--- config.mk ---
export PLATFORM = sky130hd
export DESIGN_NAME = csma_ca_channel_access_flat
export DESIGN_NICKNAME = d
export VERILOG_FILES = /design/src/rtl/cca_pkg.sv /design/src/rtl/cca_if.sv /design/src/rtl/csma_ca_channel_access.sv /design/src/rtl/cca_cfg_regs.sv /design/src/rtl/cca_core.sv /design/src/flat_wrapper.sv
export SDC_FILE = /design/constraint.sdc
export NUM_CORES = 1
export LEC_CHECK = 0
export CORE_UTILIZATION = 35
export DETAILED_ROUTE_END_ITERATION = 12
export DONT_BUFFER_PORTS = 1
export SKIP_CTS_REPAIR_TIMING = 1
export SLEW_MARGIN = 20
export SYNTH_ARGS = -nofsm -noshare
export SYNTH_HDL_FRONTEND = slang
export SYNTH_SLANG_ARGS = --single-unit
--- constraint.sdc ---
create_clock -name clk_i -period 7.5 [get_ports clk_i]
set_input_delay 0.75 -clock clk_i [delete_from_list [all_inputs] [get_ports clk_i]]
set_output_delay 0.75 -clock clk_i [all_outputs]
set_load 0.05 [all_outputs]
--- src/rtl/cca_pkg.sv ---
`timescale 1ns / 1ps
// ----------------------------------------------------------------------------
// cca_pkg
// Shared types, register indexes and reset values of the CSMA/CA access block.
// ----------------------------------------------------------------------------
package cca_pkg;

  // Field widths fixed by the tick and result formats
  localparam int RSSI_W     = 9;
  localparam int RAND_W     = 10;
  localparam int TICKS_W    = 10;
  localparam int EXP_W      = 4;
  localparam int ATT_W      = 3;
  localparam int MODE_W     = 2;
  localparam int DELAY_W    = 24;
  localparam int CNT_W      = 32;

  // Configuration port
  localparam int CFG_IDX_W  = 3;
  localparam int CFG_DATA_W = 10;

  localparam logic [CFG_IDX_W-1:0] REG_BUSY_THR   = 3'd0;
  localparam logic [CFG_IDX_W-1:0] REG_SENSE_MODE = 3'd1;
  localparam logic [CFG_IDX_W-1:0] REG_DIFS       = 3'd2;
  localparam logic [CFG_IDX_W-1:0] REG_SLOT       = 3'd3;
  localparam logic [CFG_IDX_W-1:0] REG_CW_MIN     = 3'd4;
  localparam logic [CFG_IDX_W-1:0] REG_CW_MAX     = 3'd5;
  localparam logic [CFG_IDX_W-1:0] REG_MAX_ATT    = 3'd6;

  // Sense modes; bit 1 set means sensing off
  localparam logic [MODE_W-1:0] SENSE_RSSI = 2'd0;
  localparam logic [MODE_W-1:0] SENSE_CAD  = 2'd1;

  // Outcome codes
  localparam logic OUTCOME_GRANT = 1'b0;
  localparam logic OUTCOME_DROP  = 1'b1;

  // Register reset values
  localparam logic signed [RSSI_W-1:0] RST_BUSY_THR = -9'sd95;
  localparam logic [MODE_W-1:0]        RST_SENSE    = SENSE_RSSI;
  localparam logic [TICKS_W-1:0]       RST_DIFS     = 10'd30;
  localparam logic [TICKS_W-1:0]       RST_SLOT     = 10'd20;
  localparam logic [EXP_W-1:0]         RST_CW_MIN   = 4'd2;
  localparam logic [EXP_W-1:0]         RST_CW_MAX   = 4'd6;
  localparam logic [ATT_W-1:0]         RST_MAX_ATT  = 3'd5;

  // Default parameter values
  localparam int DEF_MAX_WINDOW_EXP = 10;
  localparam int DEF_TIMER_BITS     = 10;

  typedef struct packed {
    logic signed [RSSI_W-1:0] busy_thr;
    logic [MODE_W-1:0]        sense_mode;
    logic [TICKS_W-1:0]       difs_ticks;
    logic [TICKS_W-1:0]       slot_ticks;
    logic [EXP_W-1:0]         cw_min_exp;
    logic [EXP_W-1:0]         cw_max_exp;
    logic [ATT_W-1:0]         max_attempts;
  } cfg_t;

  typedef struct packed {
    logic                     action;
    logic signed [RSSI_W-1:0] rssi_dbm;
    logic                     cad_detected;
    logic [RAND_W-1:0]        random_bits;
  } item_t;

  typedef struct packed {
    logic               outcome;
    logic [CNT_W-1:0]   packet_seq;
    logic [ATT_W-1:0]   attempts_used;
    logic [DELAY_W-1:0] access_delay;
    logic [CNT_W-1:0]   sent_total;
    logic [CNT_W-1:0]   dropped_total;
    logic [CNT_W-1:0]   busy_total;
    logic [CNT_W-1:0]   delay_sum;
  } result_t;

endpackage

--- src/rtl/cca_if.sv ---
`timescale 1ns / 1ps
// ----------------------------------------------------------------------------
// cca_if
// Valid/ready channels of the access block: tick input, result output and
// configuration writes.
// ----------------------------------------------------------------------------
interface cca_in_if import cca_pkg::*; ();
  logic                     valid;
  logic                     ready;
  logic                     action;
  logic signed [RSSI_W-1:0] rssi_dbm;
  logic                     cad_detected;
  logic [RAND_W-1:0]        random_bits;

  modport source (output valid, action, rssi_dbm, cad_detected, random_bits,
                  input ready);
  modport sink   (input valid, action, rssi_dbm, cad_detected, random_bits,
                  output ready);
endinterface

interface cca_out_if import cca_pkg::*; ();
  logic               valid;
  logic               ready;
  logic               outcome;
  logic [CNT_W-1:0]   packet_seq;
  logic [ATT_W-1:0]   attempts_used;
  logic [DELAY_W-1:0] access_delay;
  logic [CNT_W-1:0]   sent_total;
  logic [CNT_W-1:0]   dropped_total;
  logic [CNT_W-1:0]   busy_total;
  logic [CNT_W-1:0]   delay_sum;

  modport source (output valid, outcome, packet_seq, attempts_used, access_delay,
                  sent_total, dropped_total, busy_total, delay_sum,
                  input ready);
  modport sink   (input valid, outcome, packet_seq, attempts_used, access_delay,
                  sent_total, dropped_total, busy_total, delay_sum,
                  output ready);
endinterface

interface cca_cfg_if import cca_pkg::*; ();
  logic                  valid;
  logic                  ready;
  logic [CFG_IDX_W-1:0]  index;
  logic [CFG_DATA_W-1:0] data;

  modport source (output valid, index, data, input ready);
  modport sink   (input valid, index, data, output ready);
endinterface

--- src/rtl/csma_ca_channel_access.sv ---
`timescale 1ns / 1ps
// ----------------------------------------------------------------------------
// csma_ca_channel_access
// CSMA/CA channel access with binary exponential backoff, one tick per request.
// ----------------------------------------------------------------------------
// Usage:
//   in_i   : one request per 1 ms tick; action flags a new packet, and every
//            tick carries an RSSI sample, a CAD flag and random bits.
//   out_o  : one result per grant or drop, with sequence, attempts used,
//            access delay and the running totals after that result.
//   cfg_i  : register writes, always ready; write only while the block idles.
// Path: a tick is held in the input register and evaluated out of it once
//   the output register can take its result, which, if any, is loaded into it.
// Throughput: one tick per cycle unless out_o stalls; the access state machine
//   and counters take one compare/increment pass on the registered tick.
// Stall: while a result waits in the output register, one more tick may sit
//   in the input register; in_i.ready drops only when both are full.
// Reset: clears the state machine, counters and both register valids, and
//   loads the register defaults (threshold -95 dBm, RSSI mode, DIFS 30,
//   slot 20, window exponents 2 to 6, five attempts).
// ----------------------------------------------------------------------------
module csma_ca_channel_access import cca_pkg::*; #(
  parameter int MAX_WINDOW_EXP = DEF_MAX_WINDOW_EXP,
  parameter int TIMER_BITS     = DEF_TIMER_BITS
) (
  input  logic       clk_i,
  input  logic       rst_ni,
  cca_in_if.sink     in_i,
  cca_out_if.source  out_o,
  cca_cfg_if.sink    cfg_i
);

  cfg_t    cfg;
  item_t   item_q;
  logic    item_valid_q;
  result_t res, res_q;
  logic    res_valid;
  logic    out_valid_q;
  logic    advance;

  cca_cfg_regs u_cfg (
    .clk_i  (clk_i),
    .rst_ni (rst_ni),
    .cfg_i  (cfg_i),
    .cfg_o  (cfg)
  );

  // Evaluate the held tick once the output register can take its result
  assign advance    = item_valid_q && (!out_valid_q || out_o.ready);
  assign in_i.ready = !item_valid_q || advance;

  always_ff @(posedge clk_i or negedge rst_ni) begin
    if (!rst_ni) begin
      item_valid_q <= 1'b0;
    end else if (in_i.ready) begin
      item_valid_q <= in_i.valid;
    end
  end

  // Payload register: capture on accept, hold otherwise
  always_ff @(posedge clk_i) begin
    if (in_i.valid && in_i.ready) begin
      item_q.action       <= in_i.action;
      item_q.rssi_dbm     <= in_i.rssi_dbm;
      item_q.cad_detected <= in_i.cad_detected;
      item_q.random_bits  <= in_i.random_bits;
    end
  end

  cca_core #(
    .MAX_WINDOW_EXP (MAX_WINDOW_EXP),
    .TIMER_BITS     (TIMER_BITS)
  ) u_core (
    .clk_i       (clk_i),
    .rst_ni      (rst_ni),
    .en_i        (advance),
    .item_i      (item_q),
    .cfg_i       (cfg),
    .res_valid_o (res_valid),
    .res_o       (res)
  );

  // Output register: load a new result, or drop the taken one
  always_ff @(posedge clk_i or negedge rst_ni) begin
    if (!rst_ni) begin
      out_valid_q <= 1'b0;
    end else if (advance) begin
      out_valid_q <= res_valid;
    end else if (out_o.ready) begin
      out_valid_q <= 1'b0;
    end
  end

  always_ff @(posedge clk_i) begin
    if (advance && res_valid) begin
      res_q <= res;
    end
  end

  assign out_o.valid         = out_valid_q;
  assign out_o.outcome       = res_q.outcome;
  assign out_o.packet_seq    = res_q.packet_seq;
  assign out_o.attempts_used = res_q.attempts_used;
  assign out_o.access_delay  = res_q.access_delay;
  assign out_o.sent_total    = res_q.sent_total;
  assign out_o.dropped_total = res_q.dropped_total;
  assign out_o.busy_total    = res_q.busy_total;
  assign out_o.delay_sum     = res_q.delay_sum;

endmodule

--- src/rtl/cca_cfg_regs.sv ---
`timescale 1ns / 1ps
// ----------------------------------------------------------------------------
// cca_cfg_regs
// Configuration register file, written one register per request.
// ----------------------------------------------------------------------------
module cca_cfg_regs import cca_pkg::*; (
  input  logic      clk_i,
  input  logic      rst_ni,
  cca_cfg_if.sink   cfg_i,
  output cfg_t      cfg_o
);

  cfg_t cfg_q;

  assign cfg_i.ready = 1'b1;
  assign cfg_o       = cfg_q;

  always_ff @(posedge clk_i or negedge rst_ni) begin
    if (!rst_ni) begin
      cfg_q.busy_thr     <= RST_BUSY_THR;
      cfg_q.sense_mode   <= RST_SENSE;
      cfg_q.difs_ticks   <= RST_DIFS;
      cfg_q.slot_ticks   <= RST_SLOT;
      cfg_q.cw_min_exp   <= RST_CW_MIN;
      cfg_q.cw_max_exp   <= RST_CW_MAX;
      cfg_q.max_attempts <= RST_MAX_ATT;
    end else if (cfg_i.valid) begin
      unique case (cfg_i.index)
        REG_BUSY_THR:   cfg_q.busy_thr     <= $signed(cfg_i.data[RSSI_W-1:0]);
        REG_SENSE_MODE: cfg_q.sense_mode   <= cfg_i.data[MODE_W-1:0];
        REG_DIFS:       cfg_q.difs_ticks   <= cfg_i.data[TICKS_W-1:0];
        REG_SLOT:       cfg_q.slot_ticks   <= cfg_i.data[TICKS_W-1:0];
        REG_CW_MIN:     cfg_q.cw_min_exp   <= cfg_i.data[EXP_W-1:0];
        REG_CW_MAX:     cfg_q.cw_max_exp   <= cfg_i.data[EXP_W-1:0];
        REG_MAX_ATT:    cfg_q.max_attempts <= cfg_i.data[ATT_W-1:0];
        default: ;  // unmapped index: drop the write
      endcase
    end
  end

endmodule

--- src/rtl/cca_core.sv ---
`timescale 1ns / 1ps
// ----------------------------------------------------------------------------
// cca_core
// Access state machine and statistics counters; one tick per enabled cycle.
// ----------------------------------------------------------------------------
module cca_core import cca_pkg::*; #(
  parameter int MAX_WINDOW_EXP = DEF_MAX_WINDOW_EXP,
  parameter int TIMER_BITS     = DEF_TIMER_BITS
) (
  input  logic    clk_i,
  input  logic    rst_ni,
  input  logic    en_i,
  input  item_t   item_i,
  input  cfg_t    cfg_i,
  output logic    res_valid_o,
  output result_t res_o
);

  typedef enum logic [1:0] {
    PhIdle    = 2'd0,
    PhDifs    = 2'd1,
    PhBackoff = 2'd2
  } phase_e;

  localparam int TW = TIMER_BITS;
  localparam int MW = (TW > RAND_W) ? TW : RAND_W;     // slot draw width
  localparam int CW = (TW > TICKS_W) ? TW : TICKS_W;   // tick compare width
  localparam logic [TW-1:0]      TIMER_MAX = {TW{1'b1}};
  localparam logic [DELAY_W-1:0] DELAY_MAX = {DELAY_W{1'b1}};
  localparam logic [EXP_W:0]     WIN_CAP   = (EXP_W+1)'(MAX_WINDOW_EXP);

  phase_e             phase_q, phase_d;
  logic [ATT_W-1:0]   attempt_q, attempt_d;
  logic [EXP_W-1:0]   window_q, window_d;
  logic [TW-1:0]      slots_q, slots_d;
  logic [TW-1:0]      free_q, free_d;
  logic [DELAY_W-1:0] elapsed_q, elapsed_d;
  logic [CNT_W-1:0]   seq_q, seq_d;
  logic [CNT_W-1:0]   sent_q, sent_d;
  logic [CNT_W-1:0]   dropped_q, dropped_d;
  logic [CNT_W-1:0]   busy_q, busy_d;
  logic [CNT_W-1:0]   delay_q, delay_d;

  logic             busy, off;
  logic [CW-1:0]    need_difs, need_slot;
  logic [ATT_W-1:0] eff_att;
  logic [EXP_W-1:0] init_window;

  always_comb begin
    case (cfg_i.sense_mode)
      SENSE_RSSI: busy = item_i.rssi_dbm > cfg_i.busy_thr;
      SENSE_CAD:  busy = item_i.cad_detected;
      default:    busy = 1'b0;
    endcase
  end

  assign off         = cfg_i.sense_mode[1];
  assign need_difs   = CW'((cfg_i.difs_ticks == '0) ? TICKS_W'(1) : cfg_i.difs_ticks);
  assign need_slot   = CW'((cfg_i.slot_ticks == '0) ? TICKS_W'(1) : cfg_i.slot_ticks);
  assign eff_att     = (cfg_i.max_attempts == '0) ? ATT_W'(1) : cfg_i.max_attempts;
  assign init_window = ({1'b0, cfg_i.cw_min_exp} > WIN_CAP) ? EXP_W'(WIN_CAP)
                                                            : cfg_i.cw_min_exp;

  always_comb begin
    logic          go, grant, drop, end_bo;
    logic [TW-1:0] free_nx;
    logic [MW-1:0] rnd_ext, draw;
    logic [EXP_W:0] win_nx;

    phase_d   = phase_q;
    attempt_d = attempt_q;
    window_d  = window_q;
    slots_d   = slots_q;
    free_d    = free_q;
    elapsed_d = elapsed_q;
    seq_d     = seq_q;
    sent_d    = sent_q;
    dropped_d = dropped_q;
    busy_d    = busy_q;
    delay_d   = delay_q;
    go        = 1'b0;
    grant     = 1'b0;
    drop      = 1'b0;
    end_bo    = 1'b0;
    free_nx   = (free_q != TIMER_MAX) ? free_q + 1'b1 : free_q;
    rnd_ext   = MW'(item_i.random_bits);
    draw      = '0;
    win_nx    = '0;

    // Start a packet on a request from idle, otherwise age the one in flight
    if (phase_q == PhIdle) begin
      if (item_i.action) begin
        go        = 1'b1;
        phase_d   = PhDifs;
        attempt_d = ATT_W'(1);
        window_d  = init_window;
        slots_d   = '0;
        free_d    = '0;
        elapsed_d = '0;
        free_nx   = TW'(1);
      end
    end else begin
      go = 1'b1;
      if (elapsed_q != DELAY_MAX) elapsed_d = elapsed_q + 1'b1;
    end

    if (go) begin
      unique case (phase_d)
        PhDifs: begin
          if (off) begin
            grant = 1'b1;
          end else if (busy) begin
            busy_d = busy_q + 1'b1;
            for (int i = 0; i < MW; i++) begin
              draw[i] = rnd_ext[i] & (i < int'(window_d)) & (i < TW);
            end
            slots_d = TW'(draw);
            free_d  = '0;
            if (slots_d == '0) end_bo = 1'b1;
            else               phase_d = PhBackoff;
          end else begin
            free_d = free_nx;
            if (CW'(free_nx) >= need_difs) grant = 1'b1;
          end
        end
        PhBackoff: begin
          if (off || slots_d == '0) begin
            end_bo = 1'b1;
          end else if (busy) begin
            free_d = '0;   // freeze: restart the slot
          end else if (CW'(free_nx) >= need_slot) begin
            free_d  = '0;
            slots_d = slots_d - 1'b1;
            if (slots_d == '0) end_bo = 1'b1;
          end else begin
            free_d = free_nx;
          end
        end
        default: phase_d = PhIdle;
      endcase
    end

    // Widen the window and retry, or give up after the last attempt
    if (end_bo) begin
      win_nx = {1'b0, window_d} + 1'b1;
      if (win_nx > {1'b0, cfg_i.cw_max_exp}) win_nx = {1'b0, cfg_i.cw_max_exp};
      if (win_nx > WIN_CAP) win_nx = WIN_CAP;
      window_d = EXP_W'(win_nx);
      slots_d  = '0;
      free_d   = '0;
      if (attempt_d >= eff_att) begin
        drop = 1'b1;
      end else begin
        attempt_d = attempt_d + 1'b1;
        phase_d   = PhDifs;
      end
    end

    res_o.outcome       = drop ? OUTCOME_DROP : OUTCOME_GRANT;
    res_o.packet_seq    = seq_q;
    res_o.attempts_used = drop ? eff_att : attempt_d;
    res_o.access_delay  = elapsed_d;
    if (grant) begin
      sent_d  = sent_q + 1'b1;
      delay_d = delay_q + CNT_W'(elapsed_d);
    end
    if (drop) dropped_d = dropped_q + 1'b1;
    if (grant || drop) begin
      seq_d   = seq_q + 1'b1;
      phase_d = PhIdle;
      free_d  = '0;
      slots_d = '0;
    end
    res_o.sent_total    = sent_d;
    res_o.dropped_total = dropped_d;
    res_o.busy_total    = busy_d;
    res_o.delay_sum     = delay_d;
    res_valid_o         = grant || drop;
  end

  always_ff @(posedge clk_i or negedge rst_ni) begin
    if (!rst_ni) begin
      phase_q   <= PhIdle;
      attempt_q <= '0;
      window_q  <= '0;
      slots_q   <= '0;
      free_q    <= '0;
      elapsed_q <= '0;
      seq_q     <= '0;
      sent_q    <= '0;
      dropped_q <= '0;
      busy_q    <= '0;
      delay_q   <= '0;
    end else if (en_i) begin
      phase_q   <= phase_d;
      attempt_q <= attempt_d;
      window_q  <= window_d;
      slots_q   <= slots_d;
      free_q    <= free_d;
      elapsed_q <= elapsed_d;
      seq_q     <= seq_d;
      sent_q    <= sent_d;
      dropped_q <= dropped_d;
      busy_q    <= busy_d;
      delay_q   <= delay_d;
    end
  end

endmodule

--- src/flat_wrapper.sv ---
// flat-port wrapper written by rule: the top's interface ports become plain ports
module csma_ca_channel_access_flat import cca_pkg::*;
#(
  parameter int MAX_WINDOW_EXP = DEF_MAX_WINDOW_EXP,
  parameter int TIMER_BITS     = DEF_TIMER_BITS
)
  (clk_i, rst_ni, in_i_valid, in_i_action, in_i_rssi_dbm, in_i_cad_detected, in_i_random_bits, in_i_ready, out_o_valid, out_o_outcome, out_o_packet_seq, out_o_attempts_used, out_o_access_delay, out_o_sent_total, out_o_dropped_total, out_o_busy_total, out_o_delay_sum, out_o_ready, cfg_i_valid, cfg_i_index, cfg_i_data, cfg_i_ready);
  cca_in_if in_i_i ();
  cca_out_if out_o_i ();
  cca_cfg_if cfg_i_i ();
  input  logic clk_i;
  input  logic rst_ni;
  input wire logic [$bits(in_i_i.valid)-1:0] in_i_valid;
  input wire logic [$bits(in_i_i.action)-1:0] in_i_action;
  input wire logic [$bits(in_i_i.rssi_dbm)-1:0] in_i_rssi_dbm;
  input wire logic [$bits(in_i_i.cad_detected)-1:0] in_i_cad_detected;
  input wire logic [$bits(in_i_i.random_bits)-1:0] in_i_random_bits;
  output wire logic [$bits(in_i_i.ready)-1:0] in_i_ready;
  output wire logic [$bits(out_o_i.valid)-1:0] out_o_valid;
  output wire logic [$bits(out_o_i.outcome)-1:0] out_o_outcome;
  output wire logic [$bits(out_o_i.packet_seq)-1:0] out_o_packet_seq;
  output wire logic [$bits(out_o_i.attempts_used)-1:0] out_o_attempts_used;
  output wire logic [$bits(out_o_i.access_delay)-1:0] out_o_access_delay;
  output wire logic [$bits(out_o_i.sent_total)-1:0] out_o_sent_total;
  output wire logic [$bits(out_o_i.dropped_total)-1:0] out_o_dropped_total;
  output wire logic [$bits(out_o_i.busy_total)-1:0] out_o_busy_total;
  output wire logic [$bits(out_o_i.delay_sum)-1:0] out_o_delay_sum;
  input wire logic [$bits(out_o_i.ready)-1:0] out_o_ready;
  input wire logic [$bits(cfg_i_i.valid)-1:0] cfg_i_valid;
  input wire logic [$bits(cfg_i_i.index)-1:0] cfg_i_index;
  input wire logic [$bits(cfg_i_i.data)-1:0] cfg_i_data;
  output wire logic [$bits(cfg_i_i.ready)-1:0] cfg_i_ready;
  assign in_i_i.valid = in_i_valid;
  assign in_i_i.action = in_i_action;
  assign in_i_i.rssi_dbm = in_i_rssi_dbm;
  assign in_i_i.cad_detected = in_i_cad_detected;
  assign in_i_i.random_bits = in_i_random_bits;
  assign in_i_ready = in_i_i.ready;
  assign out_o_valid = out_o_i.valid;
  assign out_o_outcome = out_o_i.outcome;
  assign out_o_packet_seq = out_o_i.packet_seq;
  assign out_o_attempts_used = out_o_i.attempts_used;
  assign out_o_access_delay = out_o_i.access_delay;
  assign out_o_sent_total = out_o_i.sent_total;
  assign out_o_dropped_total = out_o_i.dropped_total;
  assign out_o_busy_total = out_o_i.busy_total;
  assign out_o_delay_sum = out_o_i.delay_sum;
  assign out_o_i.ready = out_o_ready;
  assign cfg_i_i.valid = cfg_i_valid;
  assign cfg_i_i.index = cfg_i_index;
  assign cfg_i_i.data = cfg_i_data;
  assign cfg_i_ready = cfg_i_i.ready;
  csma_ca_channel_access #(.MAX_WINDOW_EXP(MAX_WINDOW_EXP), .TIMER_BITS(TIMER_BITS)) u_core (.clk_i(clk_i), .rst_ni(rst_ni), .in_i(in_i_i), .out_o(out_o_i), .cfg_i(cfg_i_i));
endmodule
==> results.yml <==
synth:
  syn_inst: 2157
  ys_seq_area_share_pct: 54.5
  synth_edf_count: 209
  synth_top_area_cell: "edfxtp_1"
  yosysWarningCount: 0
  synth-compound-area-share_pct: 9.83
  netlist_top_cells_area: "edfxtp_1, dfrtp_1, xnor2_1"
  ys_types: 93
  synthMuxAreaShare_pct: 3.29
  synth_xor_area_share_pct: 9.64
  ys.flop_type: "dfrtp_1"
  synth-async-reset-ratio_pct: 55.2
  synth_area_mm2: 0.0233
  synthSimpleGateAreaFrac_pct: 16.1
  synthAdderAreaFrac_pct: 4.00
  yosys.area.top_type_share_pct: 26.9
  ys_ff_latch: 466
  synth_top_family_by_area: "simple AND/OR/NAND/NOR gates"
  synth.avg_cell_area_um2: 10.8
  synth_nets: 2270
power_and_ir_drop:
  ir_worst_vdd_v: 0.000196
  power_leakage_nw: 10.8
  fin_total_pwr_mw: 7.23
  powerDensity_mw_per_mm2: 278
timing:
  worst_slew_margin_rel_pct: 11.2
  clock_skew_ns: 0.0313
  rsz0062_at_grt: "false"
  max_freq_mhz: 174
  setup_violations: 0
  slew_viol_final: 0
  fin_crit_ns: 5.74
  tightestPinTransition_ns: 1.33
  finalSetupTns_ns: 0
  finalHoldViolations: 0
  period_share_pct: 76.6
setup_path:
  cp-end-kind: "register"
  cp.required_ns: 7.81
  crit_path_max_fanout: 92
  crit_family: "simple AND/OR/NAND/NOR gates"
  reg2reg_from: "u_core.u_core.free_q[4]$_DFFE_PN0P_"
  cp.arrival_ns: 6.05
  cp_slowest_stage_delay_ns: 0.50
  cp-start-kind: "register"
  cp_cell_sequence: "and4_1 > and3_1 > nand4_1 > nand4_1 > or3_1 > a21oi_1 > ha_1 > a211o_1 > a2111oi_0 > nor3_1 > and4_1 > a22oi_2 > a21boi_4 > buf_4 > nor2_1 > inv_8 > buf_12"
  path_buf_inv: 3
  critPathKind: "register to register"
  slowest_stage: "a2111oi_0"
  r2r_end: "u_core.out_o.dropped_total[28]$_DFFE_PP_"
  rr_worst_depth: 17
  r2r_setup_slack_ns: 1.76
worst_hold_path:
  hp-class: "primary input to async pin"
global_route:
  grt_first_pass_wirelength_mm: 89.9
  grt_overflow: 0
  grt_pass1_vias: 15800
  grt_max_degree: 258
  antenna_found_initial: 3
  grt.total_usage_pct: 16.8
outcome:
  status: "complete, no violations"
routing:
  vias: 16000
  totalWireLength_mm: 58.1
  routed_via_density: 5.24
  drtAntennaViolNets: 0
  wire_per_inst_um: 19.0
  drc: 0
  dr.pass1.iters: 5
  drt_iter0_drc: 1097
layout:
  layout_commonest_cell: "nand2_1"
  synthToLayoutAreaGrowth_pct: 11.4
  final_nets: 2261
  nFillCells: 6359
  drive_gt1_share_pct: 9.67
  antenna_cells: 0
  final_cell_mix: "nand2_1, dfrtp_1, edfxtp_1, nor2_1, xnor2_1"
cts:
  cts_buffers: 52
  clock_path_buffers: 3
  clock_sinks: 466
  path_clk_slew_ns: 0.06
  htree_num_levels: 2
  cts_root_buf: "clkbuf_16"
  worstSkewPairLatency_ns: 0.61
  cts_tree: "yes"
die:
  core_mm2: 0.0659
  io_pins: 230
  die_area_mm2: 0.0677
  die_y_um: 260
  fp-row-count: 94
  die_w_um: 260
  initial_utilization_pct: 35.4
placement:
  gp_congestion: 0.879
  dp_hpwl_mm: 39.2
  portBuffers: 0
flow_run:
  max-cap-violations: 0
[kinds of logic (layout without fill, tap and decap cells)]
| logic type | Yosys count | in the layout |
|---|---|---|
| DFF | 466 | 466 |
| xor gates and xnor gates | 257 | 257 |
| other | 1 | 1 |
| adders and majority gates | 74 | 74 |
| and+or+nand+nor | 802 | 802 |
| buffers and inverters | 149 | 184 |
| AOI/OAI and AO/OA | 338 | 338 |
| muxes | 70 | 70 |
[synthesized netlist by cell type (all sizes together), types with 4 or more instances]
master     n
a21o      15
mux2      50
clkbuf    61
a211o      4
nor4      16
a31oi     12
and4       8
nor3      45
xnor2    140
nand2    322
nand2b    12
and3      47
o21a       9
a2111oi    5
o31ai     15
nand4     41
o41ai      6
o2111ai   16
dfstp     15
and2      18
o211ai    12
or3       15
o21ai    105
or2       12
nor2     145
inv       59
ha        73
a41o       4
a22o      12
a21oi     69
nor2b      5
a211oi    14
o2bb2ai    4
a221oi     4
xor2     117
edfxtp   209
mux2i     20
nand3     99
dfrtp    242
buf       29
[through the flow]
stage | instances | util (%) | setup WS (ns) | hold WS (ns) | instance area (µm²)
6_report | 3056 | 39.5 | 1.76 | 0.169 | 26000
5_1_grt | 3056 | 39.5 | 1.34 | 0.138 | 26000
4_1_cts | 3054 | 39.4 | 1.76 | -0.190 | 26000
3_5_place_dp | 2956 | 36.9 | 1.80 | 0.457 | 24300
3_3_place_gp | 2956 | 36.9 | 1.93 | 0.441 | 24300
2_1_floorplan | 2157 | - | 1.68 | 0.425 | 23300
[report_power, final]
| group | total [mW] | switching (mW) | internal [mW] |
|---|---|---|---|
| sequential | 3.41 | 0.474 | 2.93 |
| combinational | 1.34 | 0.878 | 0.463 |
| clock | 2.48 | 1.09 | 1.39 |
[worst max path at each step]
stage                                                     endpoint  slack [ns]                                 from  depth (start not counted)
after detailed placement    u_core.out_o.access_delay[8]$_DFFE_PP_        1.80  u_core.u_core.free_q[4]$_DFFE_PN0P_                         18
after CTS                     u_core.out_o.delay_sum[15]$_DFFE_PP_        1.76  u_core.u_core.free_q[4]$_DFFE_PN0P_                         18
final                     u_core.out_o.dropped_total[28]$_DFFE_PP_        1.76  u_core.u_core.free_q[4]$_DFFE_PN0P_                         17
after global placement        u_core.out_o.sent_total[2]$_DFFE_PP_        1.93  u_core.u_core.free_q[4]$_DFFE_PN0P_                         19
after global routing      u_core.out_o.dropped_total[30]$_DFFE_PP_        1.34  u_core.u_core.free_q[4]$_DFFE_PN0P_                         17
after floorplan                 u_core.u_core.seq_q[1]$_DFFE_PN0P_        1.68  u_core.u_core.free_q[4]$_DFFE_PN0P_                         19
[final cells by class]
type	instances	area, µm²	share of cell area [%]
clock buffer	67	1390	5.34
clock inverter	31	272	1.04
inverter	59	229	0.881
multi-input combinational	1542	10100	38.7
sequential	466	12700	48.9
tap	864	1080	4.16
timing repair buffer	27	248	0.953
[registers in the layout, summed over array words and instances (netlist names), 3 cells and up]
| name | count |
|---|---|
| u_core.item_q | 21 |
| u_core.out_o.access_delay | 24 |
| u_core.out_o.attempts_used | 3 |
| u_core.out_o.busy_total | 32 |
| u_core.out_o.delay_sum | 32 |
| u_core.out_o.dropped_total | 32 |
| u_core.out_o.packet_seq | 32 |
| u_core.out_o.sent_total | 32 |
| u_core.u_cfg.cfg_o | 42 |
| u_core.u_core.attempt_q | 3 |
| u_core.u_core.busy_q | 32 |
| u_core.u_core.delay_q | 32 |
| u_core.u_core.dropped_q | 32 |
| u_core.u_core.elapsed_q | 24 |
| u_core.u_core.free_q | 10 |
| u_core.u_core.sent_q | 32 |
| u_core.u_core.seq_q | 32 |
| u_core.u_core.slots_q | 10 |
| u_core.u_core.window_q | 4 |
[worst register-to-register path, delay by kind of cell (launching register included)]
kind | cells | cell delay, ns
AOI/OAI and AO/OA | 5 | 1.51
buffers and inverters | 3 | 0.95
and+or+nand+nor | 8 | 2.15
adders and majority gates | 1 | 0.31
DFF | 1 | 0.46
[metal layers]
metal | share of wire [%] | routed length [µm] | track usage, %
met3 | 5.7 | 3310 | 3.98
met2 | 47 | 27400 | 27.1
met1 | 45 | 26000 | 22.2
met4 | 2.3 | 1340 | 5.00
met5 | 0.036 | 21 | 0
Note: power is estimated with default switching activity, not from simulation.
